File: config.mk
export PLATFORM = sky130hd
export DESIGN_NAME = skhc_keybuf
export DESIGN_NICKNAME = d
export VERILOG_FILES = /design/src/skhc_pkg.sv /design/src/skhc_keybuf.sv
export SDC_FILE = /design/constraint.sdc
export NUM_CORES = 1
export LEC_CHECK = 0
export ABC_CLOCK_PERIOD_IN_PS = 9800
export BUFFER_PORTS_ARGS = -buffer_cell sky130_fd_sc_hd__buf_2
export CAP_MARGIN = 20
export CORE_ASPECT_RATIO = 0.75
export CORE_MARGIN = 5
export CORE_UTILIZATION = 29
export DETAILED_ROUTE_END_ITERATION = 6
export GPL_TIMING_DRIVEN = 0
export PLACE_DENSITY_LB_ADDON = 0.05
export SETUP_SLACK_MARGIN = 0.3
export SLEW_MARGIN = 20
export SYNTH_ARGS = -nofsm -noshare
export SYNTH_HDL_FRONTEND = slang
export SYNTH_SLANG_ARGS = --single-unit
File: constraint.sdc
create_clock -name clk -period 9.8 [get_ports clk]
set_input_delay 1.47 -clock clk [delete_from_list [all_inputs] [get_ports clk]]
set_output_delay 1.47 -clock clk [all_outputs]
set_load 0.01 [all_outputs]
File: src/skhc_pkg.sv
// shared constants and types for the string key hash cache
// used by skhc_store, skhc_keybuf and string_key_hash_cache_core; no dependencies
package skhc_pkg;

	// slot count must be a power of two: the probe start is the low hash bits
	localparam int unsigned SLOTS      = 8192;
	localparam int unsigned MAX_UNITS  = 35;
	localparam int unsigned SLOT_W     = $clog2(SLOTS);
	localparam int unsigned CNT_W      = SLOT_W + 1;
	localparam int unsigned LEN_W      = $clog2(MAX_UNITS + 1);
	localparam int unsigned IDX_W      = $clog2(MAX_UNITS);
	localparam int unsigned KEY_DEPTH  = SLOTS * MAX_UNITS;
	localparam int unsigned KEY_AW     = $clog2(KEY_DEPTH);
	localparam int unsigned UNIT_W     = 16;
	localparam int unsigned HANDLE_W   = 32;
	localparam int unsigned HASH_W     = 32;

	localparam logic [HASH_W-1:0] FNV_BASIS = 32'd2166136261;
	localparam logic [HASH_W-1:0] FNV_PRIME = 32'd16777619;

	localparam logic [CNT_W-1:0] THR_RESET = CNT_W'(6144);

	// command codes
	localparam logic [1:0] CMD_FIND      = 2'd0;
	localparam logic [1:0] CMD_INS_EVICT = 2'd1;
	localparam logic [1:0] CMD_INS_KEEP  = 2'd2;
	localparam logic [1:0] CMD_CLEAR     = 2'd3;

	// register index of evict_threshold (paddr[2])
	localparam logic REG_EVICT_THR = 1'b0;

	typedef struct packed {
		logic [SLOT_W-1:0]   slot_addr;
		logic                valid_we;
		logic                valid_wd;
		logic                slot_we;
		logic [HANDLE_W-1:0] value_wd;
		logic [LEN_W-1:0]    len_wd;
		logic [KEY_AW-1:0]   key_addr;
		logic                key_we;
		logic [UNIT_W-1:0]   key_wd;
	} store_req_t;

	typedef struct packed {
		logic                valid;
		logic [HANDLE_W-1:0] value;
		logic [LEN_W-1:0]    len;
		logic [UNIT_W-1:0]   key;
	} store_rsp_t;

endpackage

File: src/skhc_keybuf.sv
// pending key buffer with running fnv-1a hash, length and overflow flag
// depends on skhc_pkg
module skhc_keybuf (
	input  logic                              clk,
	input  logic                              arst_n,
	input  logic                              load,
	input  logic [skhc_pkg::UNIT_W-1:0]       unit,
	input  logic                              restart,
	input  logic [skhc_pkg::IDX_W-1:0]        rd_idx,
	output logic [skhc_pkg::HASH_W-1:0]       hash,
	output logic [skhc_pkg::LEN_W-1:0]        len,
	output logic                              overflow,
	output logic [skhc_pkg::UNIT_W-1:0]       rd_unit
);

	logic [skhc_pkg::UNIT_W-1:0] buf_mem [skhc_pkg::MAX_UNITS];
	logic [skhc_pkg::HASH_W-1:0] hash_q;
	logic [skhc_pkg::LEN_W-1:0]  len_q;
	logic                        ovf_q;
	logic [skhc_pkg::HASH_W-1:0] mixed;
	logic [skhc_pkg::HASH_W-1:0] hash_next;
	logic                        room;

	assign mixed     = hash_q ^ {{(skhc_pkg::HASH_W - skhc_pkg::UNIT_W){1'b0}}, unit};
	assign hash_next = mixed * skhc_pkg::FNV_PRIME;
	assign room      = len_q < skhc_pkg::LEN_W'(skhc_pkg::MAX_UNITS);

	always_ff @(posedge clk or negedge arst_n) begin
		if (!arst_n) begin
			hash_q <= skhc_pkg::FNV_BASIS;
			len_q  <= '0;
			ovf_q  <= 1'b0;
		end else if (restart) begin
			hash_q <= skhc_pkg::FNV_BASIS;
			len_q  <= '0;
			ovf_q  <= 1'b0;
		end else if (load) begin
			hash_q <= hash_next;
			if (room) begin
				len_q <= len_q + 1'b1;
			end else begin
				ovf_q <= 1'b1;
			end
		end
	end

	always_ff @(posedge clk) begin
		if (load && room) begin
			buf_mem[len_q[skhc_pkg::IDX_W-1:0]] <= unit;
		end
		rd_unit <= buf_mem[rd_idx];
	end

	assign hash     = hash_q;
	assign len      = len_q;
	assign overflow = ovf_q;

endmodule

==> flow_summary_export.csv, run 1 <==
group,metric,value,unit
synthesis,synth_area,29100,sq um
die,dieArea,107000,sq um
global_route,grt_pass1_wl,122000,um
cts,cts_buffers,70,
sta,timing.hold.ws,0.506,ns
synthesis,ys_ff_latch,615,
cts,cts_root_buffer,"clkbuf_16",
sta,slew_viol_final,0,
synthesis,synth_cells,1694,
sta,post-route-min-period,7.70,ns
min_path,hp-class,"register to register",
cts,postCtsSetupBuffers,0,
cts,htree_num_levels,3,
die,io_pins,81,
place,gp_congestion,0.799,
routing,ant_nets,0,
critical_path,crit_arrival,8.22,ns
sta,hold_viol,0,
sta,worst_pin_slew,1.09,ns
die,num_rows,100,
synthesis,yosysWarningCount,0,
synthesis,synth.most_common_cell,"edfxtp_1",
synthesis,synthTopCellsByArea,"edfxtp_1 (58%), mux4_2 (12%), ha_1 (7.6%)",
die,start_util,29.3,%
cts,cts_tree,"done",
cts,cts_buffer_depth,3,
final_layout,fillers,9550,
synthesis,async_flop_share,6.34,%
sta,rsz0062_at_grt,"false",
cts,cts_hold_buf,0,
run_status,status,"complete, no violations",
synthesis,synth-edff-count,560,
critical_path,cp_data_required_time,10.32,ns
synthesis,ys.flop_type,"edfxtp_1",
final_layout,seq_area,18100,sq um
synthesis,synth_cell_types,65,
sta,max_freq,130,MHz
cts,clk_pin_slew,0.05,ns
synthesis,post-synth-top-area-cell,"edfxtp_1",
final_layout,nNetsFinal,2156,
run,drv_cap,0,
synthesis,yosys-top-cells-count,"edfxtp_1 (560), ha_1 (178), inv_1 (163)",
final_layout,layout-drive-gt1-share,23.2,%
critical_path,end_kind,"register",
die,die_h,285,um
sta,fin_setup_tns,0,ns
cts,clk_latency,0.62,ns
routing,drt_iter0_drc,1137,
sta,setup_viol,0,
routing,drc,0,
routing,dr.pass1.iters,5,
final_layout,synthToLayoutAreaGrowth,16.5,%
die,core-area,99500,sq um
routing,wirelength,84900,um
final_layout,multi_input_area,10200,sq um
routing,drt-vias-per-instance,4.69,
critical_path,path_max_fanout,37,
place,dpl.hpwl,61600,um
global_route,grt_antenna_before_repair,5,
synthesis,synth.avg_cell_area,17.2,sq um
global_route,grt_usage,16.0,%
critical_path,criticalPathCategory,"input pin to register",
global_route,grt_max_degree,40,
sta,min_period_over_period,78.6,%
global_route,first_global_vias,16312,
global_route,grt_overflow,0,
die,die_w,376,um
cts,numClockSinks,615,
critical_path,start_kind,"input pin",
routing,vias,15312,
synthesis,ys_seq_area_share,62.2,%
place,portBuffers,75,
synthesis,syn_nets,1972,
synthesis,synth_top_area_share,57.7,%
sta,fin_skew,0.0223,ns
sta,relSlewSlack,27.2,%
cts,cts_resized,0,
routing,routedWlPerCell,26.0,um
-- sequential cells by signal, indices dropped and copies added, names as in the netlist --
signal,cells
buf_mem,560
len,6
hash,32
rd_unit,16
overflow,1
-- logic make-up after synthesis --
| kind of cell | synth area share (%) |
|---|---|
| adder cells (fa/ha/maj) | 12.7 |
| multiplexers | 13.8 |
| AND/OR/NAND/NOR | 2.90 |
| AO/OA/AOI/OAI | 3.36 |
| flip-flops | 62.2 |
| buffers and inverters | 3.02 |
| XOR/XNOR | 1.98 |
-- path summary, 6_finish.rpt --
kind                           from        to  slack, ns  depth (start not counted)
max in group asynchronous    arst_n    len[1]       8.51                          1
hold / removal             overflow  overflow       0.51                          2
min in group asynchronous    arst_n  hash[21]       0.86                          1
setup / recovery            unit[7]  hash[31]       2.10                         21
hold reg to reg            overflow  overflow       0.51                          2
setup reg to reg            hash[7]  hash[31]       3.12                         20
-- layout make-up --
cell class                 count  area share, %
sequential                   615           53.4
multi-input combinational    854           30.2
clock buffer                  97           5.61
tap                         1326           4.89
timing repair buffer         112           2.34
inverter                     165           1.82
clock inverter                32          0.940
buffer                        60          0.770
antenna                        5         0.0369
-- stage by stage --
step           utilization [%]  instance area, sq um  cells  worst slack (ns)
2_1_floorplan                -                 29100   1694              3.47
3_3_place_gp              31.3                 31200   3095              1.18
3_5_place_dp              31.9                 31700   3132              1.45
4_1_cts                   34.1                 33900   3261              2.09
5_1_grt                   34.1                 33900   3261              1.73
6_report                  34.1                 33900   3266              2.10
-- layout by cell type (no fill, tap or decap), types with 31 or more instances in the layout --
master / n
clkbuf_16: 72
edfxtp_1: 560
o21ai_0: 31
ha_1: 178
buf_2: 87
nand2_1: 64
inv_1: 163
fa_1: 74
xnor2_1: 35
mux2i_1: 42
clkbuf_1: 61
nor2_1: 44
mux4_2: 160
-- metal layers --
metal	up-vias	wire, um	track usage [%]	part of all wire [%]
met5	-	0	0	0
met4	0	1270	3.04	1.5
met3	88	4370	3.77	5.1
met2	246	37600	24.1	44
met1	8091	41700	23.7	49
li1	6887	-	-	-
-- critical path: stages --
cell	delay, ns
buf_2	0.35
xnor2_1	0.67
inv_1	0.49
ha_1	0.42
ha_1	0.30
fa_1	0.47
ha_1	0.23
fa_1	0.43
ha_1	0.29
inv_1	0.05
fa_1	0.48
inv_1	0.04
ha_1	0.39
and3_1	0.24
nand2_1	0.08
a2111oi_2	0.51
o2111ai_1	0.44
nand4_1	0.32
a41oi_2	0.15
xnor2_1	0.24
a21oi_1	0.10
Power of run 1 is left out: the tool's default activity adds up to more than one toggle a clock period on the data nets, which glitch-free logic cannot reach.
==> inputs of run 2 (changes only) <==
--- a/config.mk
+++ b/config.mk
@@ -5,7 +5,7 @@
 export SDC_FILE = /design/constraint.sdc
 export NUM_CORES = 1
 export LEC_CHECK = 0
-export ABC_CLOCK_PERIOD_IN_PS = 9800
+export ABC_CLOCK_PERIOD_IN_PS = 7200
 export BUFFER_PORTS_ARGS = -buffer_cell sky130_fd_sc_hd__buf_2
 export CAP_MARGIN = 20
 export CORE_ASPECT_RATIO = 0.75
==> constraint.sdc (replaced) <==
create_clock -name clk -period 7.2 [get_ports clk]
set_input_delay 1.08 -clock clk [delete_from_list [all_inputs] [get_ports clk]]
set_output_delay 1.08 -clock clk [all_outputs]
set_load 0.01 [all_outputs]
==> flow_summary_export.csv, run 2 (synthesis gave the netlist of run 1 again) <==
group,metric,value,unit
final_layout,layout_common_cells,"edfxtp_1 (560), ha_1 (178), inv_1 (162)",
global_route,grt_antenna_before_repair,5,
place,portBuffers,75,
routing,vias,15304,
place,gp_congestion,0.799,
cts,cts_buffers,70,
min_path,hp-class,"input pin to asynchronous set/reset pin",
global_route,grt_usage,16.0,%
sta,final.setup.worst_slack,0.620,ns
global_route,grt_pass1_wl,122000,um
routing,drc,0,
routing,ant_nets,0,
cts,cts_tree,"done",
run_status,status,"complete, no violations",
global_route,grt_max_degree,40,
critical_path,start_kind,"input pin",
cts,cts_root_buffer,"clkbuf_16",
routing,dr.pass1.iters,5,
routing,wirelength,85000,um
critical_path,r2r-end,"hash[31]",
sta,relSlewSlack,28.0,%
routing,drt-vias-per-instance,4.69,
final_layout,fillers,9538,
critical_path,path_max_fanout,36,
sta,hold_viol,0,
critical_path,reg2regPathDepth,20,
global_route,first_global_vias,16311,
sta,post-route-min-period,6.58,ns
critical_path,ff2ff_setup_slack,1.07,ns
die,num_rows,100,
run,drv_cap,0,
sta,worst_pin_slew,1.08,ns
final_layout,synthToLayoutAreaGrowth,16.9,%
final_layout,largest_reg_flops,560,
cts,clk_latency,0.62,ns
critical_path,end_kind,"register",
cts,numClockSinks,615,
cts,htree_num_levels,3,
die,start_util,29.3,%
place,dpl.hpwl,61600,um
critical_path,worstReg2RegStart,"hash[7]",
die,die_h,285,um
sta,fin_skew,0.0241,ns
routing,drt_iter0_drc,1096,
final_layout,multi_input_area,10300,sq um
cts,clk_pin_slew,0.06,ns
critical_path,critPathMaxStageDelay,0.55,ns
die,io_pins,81,
cts,cts_buffer_depth,3,
die,core-area,99500,sq um
final_layout,nNetsFinal,2157,
final_layout,fin_util,34.3,%
final_layout,layout-drive-gt1-share,23.7,%
routing,routedWlPerCell,26.0,um
die,die_w,376,um
critical_path,worstPathCellList,"clkbuf_4 > xnor2_4 > inv_1 > ha_1 > ha_1 > fa_1 > ha_1 > fa_1 > ha_1 > inv_1 > fa_1 > inv_1 > ha_1 > and3_1 > and2_0 > a22o_1 > o2111ai_1 > nand4_1 > a41oi_2 > xnor2_1 > a21oi_1",
final_layout,final_common_cell,"edfxtp_1",
place,dp_slack,-0.763,ns
critical_path,worst_path_most_repeated_cell,"ha_1",
sta,max_freq,152,MHz
critical_path,cp_data_required_time,7.72,ns
die,dieArea,107000,sq um
critical_path,crit_arrival,7.10,ns
critical_path,critPathSlowestCell,"o2111ai_1",
sta,slew_viol_final,0,
global_route,grt_overflow,0,
critical_path,startpoint,"unit[5]",
sta,setup_viol,0,
final_layout,seq_area,18100,sq um
sta,min_period_over_period,91.4,%
critical_path,criticalPathCategory,"input pin to register",
sta,rsz0062_at_grt,"false",
[run 2: cell types whose count changed in the layout (fill, tap and decap cells not counted), sizes merged]
| cell | delta |
|---|---|
| clkinvlp | +1 |
| buf | -9 |
| diode | -2 |
| inv | -1 |
| clkbuf | +10 |
[run 2: timing repair]
item,CTS,global route
gates resized for setup,6,19
setup endpoints to repair,6,5
gates cloned,0,0
hold buffers,0,0
setup buffers,0,1
[run 2: metrics by stage]
step,hold WS [ns],area [sq um],TNS [ns],instances
floorplan,0.529,29100,0,1694
detailed placement,0.491,31700,-4.96,3132
global route,0.489,34100,0,3262
CTS,0.505,34000,0,3261
global placement,0.482,31200,-7.68,3095
finish,0.472,34100,0,3265
[run 2: layout make-up]
| class | instances | area share (%) |
|---|---|---|
| sequential | 615 | 53.2 |
| multi-input combinational | 854 | 30.3 |
| clock buffer | 97 | 5.59 |
| tap | 1326 | 4.87 |
| timing repair buffer | 113 | 2.45 |
| inverter | 165 | 1.83 |
| clock inverter | 32 | 0.936 |
| buffer | 60 | 0.767 |
| antenna | 3 | 0.0220 |
[run 2: worst max path at each step]
| stage | to | slack [ns] | depth (start not counted) |
|---|---|---|---|
| 2_1_floorplan | hash[23] | 1.26 | 20 |
| 3_3_place_gp | hash[31] | -1.03 | 20 |
| 3_5_place_dp | hash[31] | -0.76 | 21 |
| 4_1_cts | hash[31] | 0.35 | 19 |
| 5_1_grt | hash[28] | 0.38 | 20 |
| 6_report | hash[31] | 0.62 | 21 |
[run 2: worst max-delay path: cells and delay by family]
kind            cells  cell delay, ns
simple gates        3            0.68
compound gates      4            1.16
buf+inv             4            0.74
xor+xnor            2            0.56
fa+ha+maj           8            2.84
[run 2: metal layers]
| metal | GRT usage [%] | up-vias | routed length [um] |
|---|---|---|---|
| met2 | 24.1 | 242 | 37600 |
| met5 | 0 | - | 0 |
| met3 | 3.77 | 87 | 4390 |
| met4 | 3.04 | 0 | 1260 |
| li1 | - | 6880 | - |
| met1 | 23.7 | 8095 | 41700 |
Power of run 2 is left out for the same reason.
==> inputs of run 3 (changes only) <==
--- a/config.mk
+++ b/config.mk
@@ -11,6 +11,7 @@
 export CORE_ASPECT_RATIO = 0.75
 export CORE_MARGIN = 5
 export CORE_UTILIZATION = 29
+export CTS_BUF_LIST = sky130_fd_sc_hd__clkbuf_2
 export DETAILED_ROUTE_END_ITERATION = 6
 export GPL_TIMING_DRIVEN = 0
 export PLACE_DENSITY_LB_ADDON = 0.05
==> flow_summary_export.csv, run 3 (synthesis gave the netlist of run 1 again) <==
group,metric,value,unit
cts,cts_root_buffer,"clkbuf_2",
final_layout,nNetsFinal,2255,
final_layout,synthToLayoutAreaGrowth,14.1,%
place,dpl_cell_area,31700,sq um
sta,max_freq,154,MHz
sta,fin_skew,0.141,ns
critical_path,cp_data_required_time,8.48,ns
final_layout,layout_common_cells,"edfxtp_1 (560), clkbuf_2 (252), ha_1 (178)",
global_route,grt_max_degree,40,
die,io_pins,81,
critical_path,worstPathCellList,"xnor2_2 > inv_1 > ha_1 > ha_1 > fa_1 > ha_1 > fa_1 > ha_1 > inv_1 > fa_1 > inv_1 > ha_1 > and3_1 > nand2_1 > a2111oi_2 > o2111ai_1 > nand4_1 > a41oi_2 > xnor2_1 > a21oi_1",
place,dpl.hpwl,61600,um
routing,drt_iter0_drc,1053,
routing,drt-vias-per-instance,4.62,
sta,slew_viol_final,0,
cts,cts_buffer_depth,3,
critical_path,end_kind,"register",
die,start_util,29.3,%
sta,post-route-min-period,6.49,ns
critical_path,criticalPathCategory,"register to register",
final_layout,final_common_cell,"edfxtp_1",
cts,numClockSinks,615,
sta,min_period_over_period,90.1,%
critical_path,critPathSlowestCell,"dfstp_2",
die,dieArea,107000,sq um
global_route,grt_antenna_before_repair,7,
critical_path,critPathMaxStageDelay,0.61,ns
cts,postCtsSetupBuffers,0,
place,portBuffers,75,
sta,rsz0062_at_grt,"false",
final_layout,layout-drive-gt1-share,29.9,%
min_path,hp-class,"input pin to asynchronous set/reset pin",
cts,htree_num_levels,4,
routing,wirelength,85600,um
routing,drc,0,
global_route,first_global_vias,17059,
routing,ant_nets,0,
cts,cts_buffers,165,
die,core-area,99500,sq um
die,die_h,285,um
die,die_w,376,um
critical_path,worst_path_most_repeated_cell,"ha_1",
routing,dr.pass1.iters,5,
critical_path,start_kind,"register",
sta,setup_viol,0,
cts,clk_latency,1.38,ns
cts,clk_pin_slew,0.13,ns
final_layout,largest_reg_flops,560,
global_route,grt_pass1_wl,124000,um
sta,relSlewSlack,32.0,%
routing,routedWlPerCell,24.9,um
die,num_rows,100,
cts,cts_tree,"done",
critical_path,path_max_fanout,6,
routing,vias,15835,
run_status,status,"complete, no violations",
place,gp_congestion,0.799,
sta,worst_pin_slew,1.02,ns
global_route,grt_usage,16.3,%
sta,hold_viol,0,
run,drv_cap,0,
critical_path,crit_arrival,7.77,ns
final_layout,fin_util,33.4,%
final_layout,final_area,33200,sq um
global_route,grt_overflow,0,
## run 3: cell count changes in the layout (fill, tap and decap cells not counted), sizes merged, moves of 3 or more
| cell | before | now |
|---|---|---|
| buf | 125 | 135 |
| bufinv | 4 | 0 |
| clkbuf | 145 | 290 |
| clkinv | 23 | 28 |
| clkinvlp | 3 | 6 |
| dlygate4sd3 | 0 | 3 |
## run 3: metal layers
layer	part of all wire [%]	global-route usage (%)	vias up
met3	5.8	4.14	106
met1	48	23.6	8211
li1	-	-	7169
met5	0	0	-
met2	44	24.1	349
met4	1.6	4.89	0
## run 3: worst paths after layout
kind | start | to | slack (ns) | depth (start not counted)
max | hash[7] | hash[31] | 0.71 | 20
min | arst_n | hash[27] | 0.25 | 2
max reg2reg | hash[7] | hash[31] | 0.71 | 20
min reg2reg | overflow | overflow | 0.51 | 2
max in group asynchronous | arst_n | len[5] | 6.42 | 2
min in group clk | restart | hash[31] | 0.32 | 3
## run 3: metrics by stage
stage	TNS, ns	hold WS [ns]	instances	worst slack, ns
final	0	0.247	3431	0.713
after global routing	0	0.100	3429	0.434
after CTS	0	0.0305	3425	0.515
after detailed placement	-4.96	0.491	3132	-0.763
after global placement	-7.68	0.482	3095	-1.03
after floorplan	0	0.529	1694	1.26
## run 3: critical path: cells and delay by family (launching register included)
kind / cells / cell delay, ns
fa+ha+maj: 8 / 3.00
buf+inv: 3 / 0.49
flops: 1 / 0.61
compound gates: 4 / 1.21
simple gates: 3 / 0.65
xor+xnor: 2 / 0.46
## run 3: cell type report
class / count / area [sq um]
antenna: 5 / 12.5
inverter: 165 / 619
clock inverter: 38 / 201
tap: 1326 / 1660
clock buffer: 252 / 1260
multi-input combinational: 854 / 10300
sequential: 615 / 18100
fill: 9743 / 66200
buffer: 60 / 260
timing repair buffer: 116 / 836
## run 3: timing repair
action	CTS	global route
setup endpoints to repair	0	2
hold buffers	3	0
endpoints found under the hold margin	29	0
resized for setup	0	2
Power of run 3 is left out for the same reason.
